==> src/design/schlick_reflectance_defines.svh <==
// assertion macros shared by the schlick reflectance rtl
// expects clk and arst_n in the scope of each use
`ifndef SCHLICK_REFLECTANCE_DEFINES_SVH
`define SCHLICK_REFLECTANCE_DEFINES_SVH

// antecedent implies consequent in the same cycle
`define SREFL_ASSERT_IMPL(name, ante, cons) \
	name: assert property (@(posedge clk) disable iff (!arst_n) (ante) |-> (cons)) \
	else $error("schlick_reflectance: same-cycle check failed");

// antecedent implies consequent in the next cycle
`define SREFL_ASSERT_NEXT(name, ante, cons) \
	name: assert property (@(posedge clk) disable iff (!arst_n) (ante) |=> (cons)) \
	else $error("schlick_reflectance: next-cycle check failed");

`endif

==> src/design/srefl_ram.sv <==
// generic single-write, dual-read memory with registered read data
// no dependencies
module srefl_ram #(
	parameter int unsigned Width = 16,
	parameter int unsigned Depth = 6,
	localparam int unsigned AddrW = (Depth > 1) ? $clog2(Depth) : 1
) (
	input  logic             clk,
	input  logic             we,
	input  logic [AddrW-1:0] waddr,
	input  logic [Width-1:0] wdata,
	input  logic             re,
	input  logic [AddrW-1:0] raddr_a,
	input  logic [AddrW-1:0] raddr_b,
	output logic [Width-1:0] rdata_a,
	output logic [Width-1:0] rdata_b
);

	logic [Width-1:0] mem_q [Depth];
	logic [Width-1:0] rd_a_q;
	logic [Width-1:0] rd_b_q;

	// write port and two registered read ports
	always_ff @(posedge clk) begin
		if (we) begin
			mem_q[waddr] <= wdata;
		end
		if (re) begin
			rd_a_q <= mem_q[raddr_a];
			rd_b_q <= mem_q[raddr_b];
		end
	end

	assign rdata_a = rd_a_q;
	assign rdata_b = rd_b_q;

endmodule

==> config.mk <==
export PLATFORM = sky130hd
export DESIGN_NAME = srefl_ram
export DESIGN_NICKNAME = d
export VERILOG_FILES = /design/src/design/schlick_reflectance_defines.svh /design/src/design/srefl_ram.sv
export SDC_FILE = /design/constraint.sdc
export NUM_CORES = 1
export LEC_CHECK = 0
export BUFFER_PORTS_ARGS = -buffer_cell sky130_fd_sc_hd__buf_2
export CORE_MARGIN = 2
export CORE_UTILIZATION = 55
export CTS_CLUSTER_DIAMETER = 60
export DETAILED_ROUTE_END_ITERATION = 7
export GPL_ROUTABILITY_DRIVEN = 0
export GPL_TIMING_DRIVEN = 0
export PLACE_DENSITY = 0.76
export SYNTH_ARGS = -nofsm -noshare
export SYNTH_HDL_FRONTEND = slang
export SYNTH_SLANG_ARGS = --single-unit
==> constraint.sdc <==
create_clock -name clk -period 3 [get_ports clk]
set_input_delay 0.15 -clock clk [delete_from_list [all_inputs] [get_ports clk]]
set_output_delay 0.15 -clock clk [all_outputs]
set_load 0.01 [all_outputs]
==> impl_metrics.yaml <==
clock_network:
  post_cts_buffers: 0
  ctsHoldBuffers: 16
  cts_buffers: 17
  clk_latency_ps: 530
  post_cts_resized: 0
  ctsHtreeMaxLevel: 4
  clockBufferDepth: 2
  cts_sinks: 128
  clk_pin_slew_ps: 60
  root_buffer: "clkbuf_8"
  cts_tree: "built"
logic_synthesis:
  synth.most_common_cell: "edfxtp_1"
  avgSynthCellArea_um2: 21.9
  syn-instance-count: 250
  synth_cell_types: 15
  synth-seq-cells: 128
  synth_warnings: 0
  synth.largest_area_cell: "edfxtp_1"
  synth_edf_count: 128
  synth_area_um2: 5460
  synth_top_area_share_pct: 70.4
  async_reset_ff_share_pct: 0
  synth.area.top_cells: "edfxtp_1 70%, mux4_2 13%, mux2_2 7.0%, mux2_1 5.8%, buf_6 1.2%"
  synth_common_cells: "128 x edfxtp_1, 34 x mux2_2, 32 x mux4_2"
  ys.flop_type: "edfxtp_1"
  synth_seq_area_share_pct: 70.4
  syn_nets: 278
sta:
  tightest_slew_ps: 962
  final.setup_skew_ps: 10.8
  rsz0062_at_grt: "no"
  timing.final.crit_share_pct: 49.8
  final-hold-violation-count: 0
  fin_crit_ps: 1490
  slew_headroom_pct: 35.5
  setup_viol: 0
  drv_slew: 0
  fmax_mhz: 669
  setup_tns_ps: 0
drt:
  drt_first_pass_iters: 4
  drt-met1-wl_mm: 4.45
  top_layer_used: "met4"
  route.detailed.drc: 0
  wl_met2_mm: 5.51
  vias_per_cell: 5.65
  vias: 2769
  antenna_left: 0
  wl_met3_um: 625
  wl_per_cell_um: 21.9
  drt_iter0_drc: 130
  wl_mm: 10.7
setup_path:
  r2r_end: "rdata_a[3]"
  required_ps: 3260
  cp_max_fo: 2
  reg2reg_depth: 2
  r2r-start: "mem_q[3][3]"
  cp-start-kind: "flop"
  path_class: "reg2reg"
  arrival_ps: 1760
  cp-end-kind: "flop"
  r2r_slack_ps: 1510
die:
  die_w_um: 104
  start_util_pct: 56.1
  rows: 36
  io_pins: 60
  core_area_um2: 9730
  die_area_um2: 10700
  dieHeight_um: 104
hold_path:
  whs_endpoint: "mem_q[0][5]"
  holdPathStages: 2
  min_from: "waddr[2]"
  hold_path.class: "in2reg"
global_route:
  grt_antenna_before_repair: 0
  grt_max_degree: 33
  grt.overflow.total: 0
  grt_pass1_wl_mm: 16.7
  grt_usage_pct: 21.7
  grt_pass1_vias: 2945
run_status:
  outcome: "finished clean"
pwr:
  p_seq_share_pct: 46.9
  powerDensity_nw_per_um2: 659
  clkPwrFrac_pct: 45.8
  p_int_uw: 3500
  swShare_pct: 21.3
  peakVddDrop_mv: 0.543
  switchingPower_uw: 948
  combPwrFrac_pct: 7.3
  p_leak_uw: 0.00234
finish:
  num-fill-cells: 640
  final_cell_area_um2: 6750
  final_layout_size_suffix_gt1_share_pct: 49.6
  syn_to_final_growth_pct: 23.6
  fin_nets: 372
  diodes: 0
placed_design:
  dpl_cell_area_um2: 5990
  port_buffers: 53
  place_hpwl_mm: 6.65
flow_run:
  cap_violations: 0
[how the worst max path moves through the flow]
stage / start / end / slack, ps / depth (start not counted)
after floorplan: waddr[0] / mem_q[0][0] / 1140 / 2
after global placement: waddr[0] / mem_q[0][14] / 30 / 3
after detailed placement: raddr_a[2] / rdata_a[12] / 1140 / 3
after CTS: mem_q[3][3] / rdata_a[3] / 1510 / 2
after global routing: mem_q[3][3] / rdata_b[3] / 1500 / 2
final: mem_q[3][3] / rdata_a[3] / 1510 / 2
[cell usage in the layout (no fill, tap or decap)]
master / count
buf_2: 57
mux4_2: 32
nand2_1: 1
mux2_4: 2
nand2b_1: 3
nor3_2: 2
clkbuf_8: 1
mux2_2: 34
bufinv_16: 3
buf_1: 3
nor2_2: 4
edfxtp_1: 128
dlygate4sd3_1: 16
buf_6: 9
clkinv_4: 4
inv_6: 3
clkinv_2: 2
buf_8: 4
clkbuf_1: 1
mux2_1: 28
clkbuf_16: 16
clkbuf_2: 1
clkinvlp_4: 3
[worst max-delay path, stage by stage (launching register included)]
cell and delay [ps]:
edfxtp_1 430, mux2_1 330, mux4_2 470
[area by class of cell]
class                           count  area, um2  share of cell area, %
Sequential cell                   128       3840                   56.9
Multi-Input combinational cell    106       1520                   22.5
Timing Repair Buffer               75        504                   7.47
Clock buffer                       17        414                   6.13
Clock inverter                     15        184                   2.72
Tap cell                          133        166                   2.46
Buffer                             16        123                   1.82
[state kept, by name, indices dropped and copies added, names as in the netlist]
register and cells:
mem_q 96, rdata_b 16, rdata_a 16
[routing by layer]
metal,GRT usage [%],vias to the layer above
met5,0,-
li1,-,1239
met2,36.2,88
met4,7.34,0
met1,27.5,1427
met3,6.48,15
[power groups by stage]
stage / clock network (uW) / registers (uW) / logic (uW)
2_1_floorplan: 0 / 2130 / 172
3_3_place_gp: 0 / 2120 / 298
3_5_place_dp: 0 / 2120 / 310
4_1_cts: 2060 / 2080 / 330
5_1_grt: 2130 / 2090 / 350
6_report: 2040 / 2080 / 325
[logic make-up after synthesis]
| family | count (synthesis) | synth area share [%] |
|---|---|---|
| buffers and inverters | 16 | 2.24 |
| flip-flops | 128 | 70.4 |
| multiplexers | 96 | 26.5 |
| AND/OR/NAND/NOR | 10 | 0.870 |
[through the flow]
step           hold WS (ps)  power (uW)  utilization (%)  instances  setup WS (ps)
6_report               86.4        4450             69.4        490           1510
4_1_cts                72.7        4470             69.4        490           1510
5_1_grt                84.9        4570             69.4        490           1500
3_3_place_gp            388        2410             60.6        436           27.6
3_5_place_dp            389        2430             61.6        442           1140
2_1_floorplan           249        2310                -        250           1140
No activity file was read; power rests on OpenSTA's default activity.
