File: src/design/schlick_reflectance_defines.svh
// assertion macros shared by the schlick reflectance rtl
// expects clk and arst_n in the scope of each use
`ifndef SCHLICK_REFLECTANCE_DEFINES_SVH
`define SCHLICK_REFLECTANCE_DEFINES_SVH

// antecedent implies consequent in the same cycle
`define SREFL_ASSERT_IMPL(name, ante, cons) \
	name: assert property (@(posedge clk) disable iff (!arst_n) (ante) |-> (cons)) \
	else $error("schlick_reflectance: same-cycle check failed");

// antecedent implies consequent in the next cycle
`define SREFL_ASSERT_NEXT(name, ante, cons) \
	name: assert property (@(posedge clk) disable iff (!arst_n) (ante) |=> (cons)) \
	else $error("schlick_reflectance: next-cycle check failed");

`endif

File: src/design/srefl_pkg.sv
// types and fixed-point constants of the schlick reflectance block
// no dependencies
package srefl_pkg;

	localparam int unsigned NumMedia = 6;

	typedef logic [2:0]  medium_t;
	typedef logic [2:0]  cfg_idx_t;
	typedef logic [13:0] angle_t;
	typedef logic [15:0] nidx_t;
	typedef logic [16:0] refl_t;
	typedef logic [31:0] word_t;
	typedef logic [30:0] q30_t;

	localparam medium_t  LAST_MEDIUM = 3'd5;
	localparam cfg_idx_t CFG_COUNT   = 3'd6;
	localparam angle_t   HALF_PI_Q13 = 14'd12868;
	localparam nidx_t    INDEX_RESET = 16'd4096;
	localparam q30_t     ONE_Q30     = 31'h4000_0000;
	localparam refl_t    ONE_Q16     = 17'h1_0000;

endpackage

File: src/design/srefl_cdiv.sv
// two-stage floor division of a 32-bit word by a constant
// depends on srefl_pkg; K must not be a power of two
module srefl_cdiv #(
	parameter int unsigned K = 90
) (
	input  logic            clk,
	input  logic            en,
	input  srefl_pkg::word_t num,
	output srefl_pkg::word_t quo
);
	import srefl_pkg::*;

	localparam int unsigned Shift     = 32 + $clog2(K + 1) - 1;
	localparam logic [63:0] RecipFull = (64'd1 << Shift) / 64'(K);
	localparam word_t       Recip     = RecipFull[31:0];
	localparam word_t       KW        = word_t'(K);

	logic [63:0] prod;
	word_t       est_s1;
	word_t       num_s1;
	word_t       rem;
	word_t       quo_s2;

	// reciprocal multiply gives the quotient or one below it
	assign prod = 64'(num) * 64'(Recip);

	always_ff @(posedge clk) begin
		if (en) begin
			est_s1 <= word_t'(prod >> Shift);
			num_s1 <= num;
		end
	end

	// one correction step
	assign rem = num_s1 - word_t'(est_s1 * KW);

	always_ff @(posedge clk) begin
		if (en) begin
			quo_s2 <= (rem >= KW) ? est_s1 + 32'd1 : est_s1;
		end
	end

	assign quo = quo_s2;

endmodule

File: config.mk
export PLATFORM = sky130hd
export DESIGN_NAME = srefl_cdiv
export DESIGN_NICKNAME = d
export VERILOG_FILES = /design/src/design/schlick_reflectance_defines.svh /design/src/design/srefl_pkg.sv /design/src/design/srefl_cdiv.sv
export SDC_FILE = /design/constraint.sdc
export NUM_CORES = 1
export LEC_CHECK = 0
export BUFFER_PORTS_ARGS = -buffer_cell sky130_fd_sc_hd__clkbuf_2
export CORE_MARGIN = 2
export CORE_UTILIZATION = 37
export CTS_CLUSTER_SIZE = 12
export DETAILED_ROUTE_END_ITERATION = 7
export PLACE_DENSITY_LB_ADDON = 0.15
export SETUP_SLACK_MARGIN = 0.15
export SYNTH_ARGS = -nofsm -noshare
export SYNTH_HDL_FRONTEND = slang
export SYNTH_SLANG_ARGS = --single-unit
File: constraint.sdc
create_clock -name clk -period 10.1 [get_ports clk]
set_input_delay 0.505 -clock clk [delete_from_list [all_inputs] [get_ports clk]]
set_output_delay 0.505 -clock clk [all_outputs]
set_load 0.03 [all_outputs]
==> impl_metrics.ini <==
[run_status]
outcome = complete, no violations

[route]
routed_wl_mm = 62.1
final_antenna_net_count = 0
dr.pass1.iters = 4
drc = 0
via_per_inst = 4.88
vias = 15000
drt_iter0_markers = 843
wire_per_inst_um = 20.2

[setup_path]
critPathLaunchType = register
rrSetupSlack_ns = 0.92
slowest_delay_ns = 0.59
rr_startpoint = est_s1[6]$_DFFE_PP_
r2r_cells = 30
crit_fanout = 14
regToRegEndpoint = quo[7]$_DFFE_PP_
cp.arrival_ns = 9.29
cp_slowest_cell = and3_1
required_ns = 10.21
cpMostUsedCell = a21oi_1
endpoint_kind = register
path_class = register to register

[yosys]
synth_area_um2 = 22400
synth_compound_area_frac = 0.0716
ys_warn_count = 0
ys_seq_area_frac = 0.113
synth_edf_count = 84
synth_fa_ha_area_frac = 0.603
synth_top_family_by_area = adder cells
async_reset_ff_frac = 0
synth_cells = 2212
synthFlopType = edfxtp_1
synth_xor_area_frac = 0.0345
ys_seq_elements = 84
synth.avg_cell_area_um2 = 10.1
synth_cell_types = 68
synth_mux_area_frac = 0.00324
synth-simple-area-share = 0.0543

[layout]
drive_gt1_frac = 0.0394
diodes = 0
nNetsFinal = 3151
syn_to_final_growth_pct = 7.00
instances_no_fill = 3067

[floorplan]
start_util = 0.373
die_w_um = 250
coreArea_um2 = 60000
pin_count = 66
die-area_um2 = 62400
die_h_um = 250
rows = 90

[sta]
rsz0062_at_grt = false
post-route-period-util = 0.909
fmax_ghz = 0.109
fin_crit_ns = 9.18
tightest_slew_ns = 1.07
finClkSkew_ns = 0.0121
max_slew_margin = 0.287
hold_viol = 0
finalSetupTns_ns = 0
setup_viol = 0
drv_slew = 0

[global_routing]
grt_pass1_vias = 16500
antenna_found_initial = 0
grt_pass1_wl_mm = 97.1
gr-usage-all-layers = 0.207
grt_start_max_net_pins = 73
grt-ovfl-total = 0

[place]
io_buffers = 60
dp_hpwl_mm = 56.2
gp_congestion = 0.905
dp_cells = 3051

[hold_path]
hp-start = num[3]
holdPathStages = 1
min_path_type = primary input to register
holdPathEnd = num_s1[3]$_DFFE_PP_

[clocking]
cts_made_buffers = 9
clock-sinks = 84
clkTransAtPathRegs_ns = 0.07
cts_setup_buffers = 0
worstSkewPairLatency_ns = 0.37
cts_tree = done
post_cts_resize_count = 0
htreeDepth = 3
cts_hold_buf = 0
cts_max_path_buffers = 2
cts_root_buf = clkbuf_16

[flow_run]
cap_violations = 0
-- Yosys cell counts, drive strengths merged (12+ instances only) --
library cell,instances,area [µm²]
inv,701,2630
ha,437,5470
fa,400,8010
edfxtp,84,2520
a21oi,78,394
xnor2,57,499
nor2,50,188
o21ai,46,230
nand2,45,169
a21o,32,240
xor2,31,272
nand3,27,135
nand4,17,106
nor3,16,80.1
and3,15,93.8
o21a,14,105
nand2b,13,81.3
and2,12,75.1
-- layout by cell type, fill, tap and decap left out, drive strengths merged, types with 3 or more instances in the layout --
cell,netlist,routed
and3,15,15
o31ai,4,4
a21oi,78,78
nor4,5,5
o22ai,4,4
nor3,16,16
xnor2,57,57
a31oi,6,6
mux2i,5,5
a2111oi,5,5
ha,437,437
nand3,27,27
a31o,3,3
and4,5,5
fa,400,400
a211oi,10,10
or4,5,5
edfxtp,84,84
nor2b,5,5
conb,1,5
clkbuf,4,68
and2,12,12
o21ai,46,46
buf,8,6
nand2,45,45
a21boi,5,5
o21bai,9,9
nand4,17,17
o211ai,4,4
nor3b,5,5
a221oi,5,5
nor2,50,50
or2,3,3
o41ai,3,3
xor2,31,31
nand3b,4,4
a21o,32,32
o21a,14,14
nand2b,13,13
inv,701,705
-- logic make-up (layout without fill, tap and decap cells) --
kind of cell	count (synthesis)	after routing
DFF	84	84
muxes	7	7
AOI/OAI and AO/OA	249	249
other	1	5
xor gates and xnor gates	88	88
and+or+nand+nor	233	233
adders and majority gates	837	837
buffers and inverters	713	782
-- state kept, by name, summed over array words and instances, names as in the netlist --
signal,count
quo,27
est_s1,26
num_s1,31
-- final cells by class --
| class | instances | area, µm² |
|---|---|---|
| timing repair buffer | 65 | 340 |
| sequential | 84 | 2520 |
| fill | 5931 | 36100 |
| clock buffer | 9 | 225 |
| inverter | 701 | 2630 |
| tap | 782 | 978 |
| clock inverter | 7 | 80.1 |
| multi-input combinational | 1419 | 17200 |
-- metrics by stage --
step / instance area [µm²] / hold WS [ns] / utilization / setup WS [ns]
2_1_floorplan: 22400 / 0.595 / - / 2.08
3_3_place_gp: 23600 / 0.652 / 0.394 / 1.03
3_5_place_dp: 23600 / 0.658 / 0.394 / 0.837
4_1_cts: 23900 / 0.467 / 0.399 / 0.821
5_1_grt: 23900 / 0.472 / 0.399 / 0.266
6_report: 23900 / 0.475 / 0.399 / 0.920
-- how the worst max path moves through the flow --
stage                              startpoint  cells after the start               end  slack [ns]
after floorplan           est_s1[4]$_DFFE_PP_                     30  quo[1]$_DFFE_PP_        2.08
after global placement    est_s1[6]$_DFFE_PP_                     30  quo[7]$_DFFE_PP_        1.03
after detailed placement  est_s1[4]$_DFFE_PP_                     30  quo[7]$_DFFE_PP_        0.84
after CTS                 est_s1[4]$_DFFE_PP_                     30  quo[7]$_DFFE_PP_        0.82
after global routing      est_s1[6]$_DFFE_PP_                     30  quo[7]$_DFFE_PP_        0.27
final                     est_s1[6]$_DFFE_PP_                     30  quo[7]$_DFFE_PP_        0.92
-- critical path: cells and delay by family (launching register included) --
kind | cells | cell delay, ns
AOI/OAI and AO/OA | 13 | 3.07
and+or+nand+nor | 8 | 2.92
adders and majority gates | 5 | 2.00
DFF | 1 | 0.47
xor gates and xnor gates | 2 | 0.32
buffers and inverters | 2 | 0.12
-- routing by layer --
metal | global-route usage | vias up | part of all wire
met5 | 0 | - | 0
met4 | 0.0310 | 0 | 0.012
met3 | 0.0216 | 34 | 0.033
met2 | 0.351 | 246 | 0.49
met1 | 0.292 | 7571 | 0.47
li1 | - | 7101 | -
Power is left out: the tool's default activity adds up to more than one toggle a clock period on the data nets, which glitch-free logic cannot reach.
