### config.mk
export PLATFORM = sky130hd
export DESIGN_NAME = srefl_div
export DESIGN_NICKNAME = d
export VERILOG_FILES = /design/src/design/schlick_reflectance_defines.svh /design/src/design/srefl_div.sv
export SDC_FILE = /design/constraint.sdc
export NUM_CORES = 2
export LEC_CHECK = 0
export BUFFER_PORTS_ARGS = -buffer_cell sky130_fd_sc_hd__buf_2
export CAP_MARGIN = 10
export CORE_MARGIN = 5
export CORE_UTILIZATION = 50
export DETAILED_ROUTE_END_ITERATION = 12
export GPL_TIMING_DRIVEN = 0
export HOLD_SLACK_MARGIN = 0.08
export PLACE_DENSITY = 0.66
export SYNTH_ARGS = -nofsm -noshare
export SYNTH_HDL_FRONTEND = slang
export SYNTH_SLANG_ARGS = --single-unit
export TNS_END_PERCENT = 50
### constraint.sdc
create_clock -name clk -period 8.61 [get_ports clk]
set_input_delay 0.4305 -clock clk [delete_from_list [all_inputs] [get_ports clk]]
set_output_delay 0.4305 -clock clk [all_outputs]
set_load 0.005 [all_outputs]
### src/design/schlick_reflectance_defines.svh
// assertion macros shared by the schlick reflectance rtl
// expects clk and arst_n in the scope of each use
`ifndef SCHLICK_REFLECTANCE_DEFINES_SVH
`define SCHLICK_REFLECTANCE_DEFINES_SVH

// antecedent implies consequent in the same cycle
`define SREFL_ASSERT_IMPL(name, ante, cons) \
	name: assert property (@(posedge clk) disable iff (!arst_n) (ante) |-> (cons)) \
	else $error("schlick_reflectance: same-cycle check failed");

// antecedent implies consequent in the next cycle
`define SREFL_ASSERT_NEXT(name, ante, cons) \
	name: assert property (@(posedge clk) disable iff (!arst_n) (ante) |=> (cons)) \
	else $error("schlick_reflectance: next-cycle check failed");

`endif

### src/design/srefl_div.sv
// pipelined restoring divider, two quotient bits per stage, nine stages
// gives floor(num * 2^17 / den) for num <= den; no dependencies
module srefl_div (
	input  logic        clk,
	input  logic        en,
	input  logic [31:0] num,
	input  logic [33:0] den,
	output logic [17:0] quo
);

	localparam int unsigned StepsPerStage = 2;
	localparam int unsigned Stages        = 9;

	logic [34:0] rem_q [Stages-1];
	logic [33:0] den_q [Stages-1];
	logic [17:0] quo_q [Stages];

	for (genvar st = 0; st < Stages; st++) begin : g_stage
		logic [34:0] r_in;
		logic [34:0] r_n;
		logic [33:0] d_in;
		logic [17:0] q_in;
		logic [17:0] q_n;

		if (st == 0) begin : g_first
			assign r_in = {3'b000, num};
			assign d_in = den;
			assign q_in = '0;
		end else begin : g_next
			assign r_in = rem_q[st-1];
			assign d_in = den_q[st-1];
			assign q_in = quo_q[st-1];
		end

		// compare, subtract, shift for each bit of this stage
		always_comb begin
			r_n = r_in;
			q_n = q_in;
			for (int k = 0; k < StepsPerStage; k++) begin
				q_n = {q_n[16:0], 1'b0};
				if (r_n >= {1'b0, d_in}) begin
					r_n  = r_n - {1'b0, d_in};
					q_n[0] = 1'b1;
				end
				r_n = {r_n[33:0], 1'b0};
			end
		end

		always_ff @(posedge clk) begin
			if (en) begin
				quo_q[st] <= q_n;
			end
		end

		if (st < Stages - 1) begin : g_carry
			always_ff @(posedge clk) begin
				if (en) begin
					rem_q[st] <= r_n;
					den_q[st] <= d_in;
				end
			end
		end
	end

	assign quo = quo_q[Stages-1];

endmodule

==> summary by stage <==
Yosys
Summing the sequential cell areas from Yosys gives 34.0% of the chip area. The gate count after technology mapping is 5931. The share of synthesized registers carrying an async set or reset is 0%. Sorting the synthesized cells by area gives the leading types as edfxtp_1 34%, ha_1 13%, a21oi_1 5.1%. The unique cell type count in the Yosys netlist is 109. The commonest cells after synthesis are 634 x edfxtp_1, 602 x ha_1, 568 x a21oi_1. The cell area after technology mapping is 56000 um2. Summed over all instances, the cell type with the most area after synthesis is edfxtp_1. The Yosys step of the flow raised 0 warnings.

Among all cell types in the netlist, the one instantiated most often is edfxtp_1. Each instance of the synthesized netlist takes up on average 9.44 um2. The number of nets in the synthesized netlist is 6611. For this run, the leading register cell type out of synthesis is edfxtp_1. In this run, synthesis inferred 634 flip-flops with an integrated enable. The number of flip-flops and latches in the synthesized netlist is 634. The area share of the largest cell type after synthesis is 34.0%.

STA
Setup violations remaining at the end of the flow were counted as 0. Setup slack on the critical path of the routed design comes to 33.6 ps. The number of pins exceeding their max-slew limit in the final report was 0. The setup clock skew after layout is 28.9 ps.

The worst path uses 99.6% of the clock period. Derived from the worst setup path, the maximum achievable clock frequency is 117 MHz. The final critical delay including setup and external delays is 8580 ps. Measured against its own limit, the worst slew margin works out to 12.3%.

Setup repair after global routing could not meet its margin everywhere. The count of final hold-check violations came to 0. At the pin with the least slew margin, the transition time is 1300 ps.

CTS
After clock tree synthesis, the clock-pin slew on the worst setup and hold paths is 60 ps. The number of buffers on the longest clock path is 3. CTS saw 634 sinks. The cell sitting at the root of the clock tree is a clkbuf_16. The number of CTS-inserted buffers is 76. The number of levels in the clock H-tree is 3. Clock latency on the worst-skew pair, taken at its later pin, is 670 ps. TritonCTS built the clock tree.

Routing
Dividing the detail-routed wire length by the instance count gives 21.6 um. The overall routed net length is 166 mm. The number of remaining DRC errors is 0. The routed layout has 44.8k vias. The detail route stage leaves a number of antenna-violating nets equal to 0. Before antenna repair, the detailed router went through 8 iterations. The via count normalized by instance count is 5.82. The first-iteration detailed-routing DRC count is 2045.

Global route
The largest net degree at the start of global routing is 133. The number of global-route vias before repair came to 46.8k. The first global-routing pass estimated 252 mm of wire. The final global-route overflow total is 0. The number of antenna violations at the first check in global routing was 1. Global routing used 27.5% of the available tracks across all layers.

Layout
After filler insertion, the fill cell instance count of the layout stands at 10.1k. In the final layout, the share of cells above drive strength 1 is 10.9%. The final net count is 6822.

The post-layout utilization of the core is 55.3%. Summing all multi-input logic gate instances after layout gives 34700 um2. The synthesis-to-layout area growth is 9.71%. The combined flip-flop and latch cell area is 19000 um2.

Worst hold path
The type of the most critical hold path is in -> reg.

Floorplanning
The die is 345 um wide. In this run the count of I/O pins placed on the die edge is 86. The number of rows created at floorplan is 122.

The floorplan core area is 111000 um2. The die height is 345 um. The effective utilization at floorplan is 50.4%. The die covers 119000 um2.

Worst setup path
The critical path is of the reg -> reg type. At the worst endpoint, the required time is 9000 ps. The setup slack on the worst flop-to-flop path is 30 ps. The startpoint of the most critical register-to-register path is den_q[0][94]. The timing startpoint of the critical path is den_q[0][94]. The critical path ends at rem_q[0][124].

The worst setup path is captured at a flop. Data arrives at the worst endpoint at 8960 ps. The biggest fanout along the worst timing path is 10. The endpoint of the worst-slack reg-to-reg timing path is rem_q[0][124].

Counting cells, the worst reg-to-reg path comes to 27. The worst setup path is launched from a flop.

Placement
The number of buffers added on ports is 85. Routability-driven placement finished with a final weighted congestion of 0.982. After legalization and detailed placement, the total HPWL measured 139 mm. Prior to clock tree synthesis, the placed netlist has a worst setup slack of -1250 ps.

Job
The count of max-cap constraint violations is 0.

Outcome
The flow ran to the end, and the final reports show no timing, DRC or antenna violations.
==> layout by cell type, fill, tap and decap left out, types with 34 or more instances in the layout <==
master and count:
clkbuf_1 84, nor3_1 97, ha_1 602, nor2_1 407, nand2b_1 58, a211oi_1 38
o21ai_0 364, and3_1 55, mux2_4 64, xor2_1 157, a31oi_1 67, a21oi_1 564
mux2_2 241, o21bai_1 82, edfxtp_1 634, a21o_1 286, o211ai_1 36, inv_1 451
clkbuf_16 76, nand4_1 70, dlygate4sd3_1 34, nand2_1 395, nand3_1 133, xnor2_1 321
o21a_1 86, nor2b_1 70, buf_2 127, and2_1 37
==> repair_timing <==
| item | 4_1_cts | 5_1_grt |
|---|---|---|
| hold buffers | 34 | 0 |
| hold endpoints to repair | 34 | 0 |
| cloned | 0 | 0 |
| gates resized for setup | 21 | 13 |
| setup endpoints to repair | 161 | 134 |
| buffers inserted | 0 | 2 |
| pin swaps | 1 | 2 |
==> stage by stage <==
stage	hold WS [ps]	instance area (um2)	instances	setup TNS (ps)
after floorplan	400	56000	5931	0
after detailed placement	405	58500	7516	-87780
after CTS	201	61300	7686	0
after global routing	262	61400	7688	-47.2
after global placement	401	58300	7504	-1436830
final	254	61400	7690	0
==> flip-flops by register name, indices dropped and copies added, names as in the netlist <==
name and count:
den_q 272, rem_q 272, quo_q 90
==> worst max-delay path: stages (launching register included) <==
cell	delay, ps
edfxtp_1	420
inv_1	100
ha_1	280
a21oi_1	350
o21ai_0	250
nor3b_1	430
o211ai_1	260
a221o_1	400
nand2_1	80
o311a_1	220
buf_2	310
buf_2	380
mux2_2	400
ha_1	410
nand3_1	90
or3_1	400
nor2_1	480
o21ai_0	160
a31oi_1	630
o211ai_1	250
a31oi_1	280
o221ai_1	160
a32oi_2	520
or2_1	180
buf_2	200
buf_4	270
buf_4	250
a21oi_1	120
==> cell type report <==
type / instances / area share (%)
Buffer: 137 / 1.09
Clock buffer: 86 / 3.16
Multi-Input combinational cell: 4703 / 56.5
Timing Repair Buffer: 133 / 1.60
Sequential cell: 634 / 31.0
Tap cell: 1488 / 3.03
Clock inverter: 50 / 0.803
Antenna cell: 2 / 0.00815
Inverter: 457 / 2.79
==> logic make-up after synthesis <==
logic type	synth area share (%)
compound gates	21.3
xor+xnor	7.48
fa+ha+maj	13.8
buf+inv	4.23
flops	34.0
mux	6.93
simple gates	12.2
==> per-layer routing <==
metal | GRT usage [%] | share of wire, % | up-vias | routed length, um
met5 | 0 | 0 | - | 0
met3 | 2.26 | 2.2 | 496 | 3590
met2 | 56.6 | 56 | 925 | 92900
li1 | - | - | 22477 | -
met4 | 22.9 | 9.7 | 0 | 16100
met1 | 23.3 | 32 | 20854 | 53500
==> how the worst min path moves through the flow <==
stage / startpoint / to / slack (ps) / depth (start not counted)
after CTS: num[11] / rem_q[0][12] / 200 / 4
after detailed placement: quo_q[0][99] / quo_q[0][119] / 400 / 0
after global placement: quo_q[0][81] / quo_q[0][101] / 400 / 0
after floorplan: quo_q[0][80] / quo_q[0][100] / 400 / 0
after global routing: num[4] / rem_q[0][5] / 260 / 3
final: num[29] / rem_q[0][30] / 250 / 3
Power is left out: the tool's default activity adds up to more than one toggle a clock period on the data nets, which glitch-free logic cannot reach.
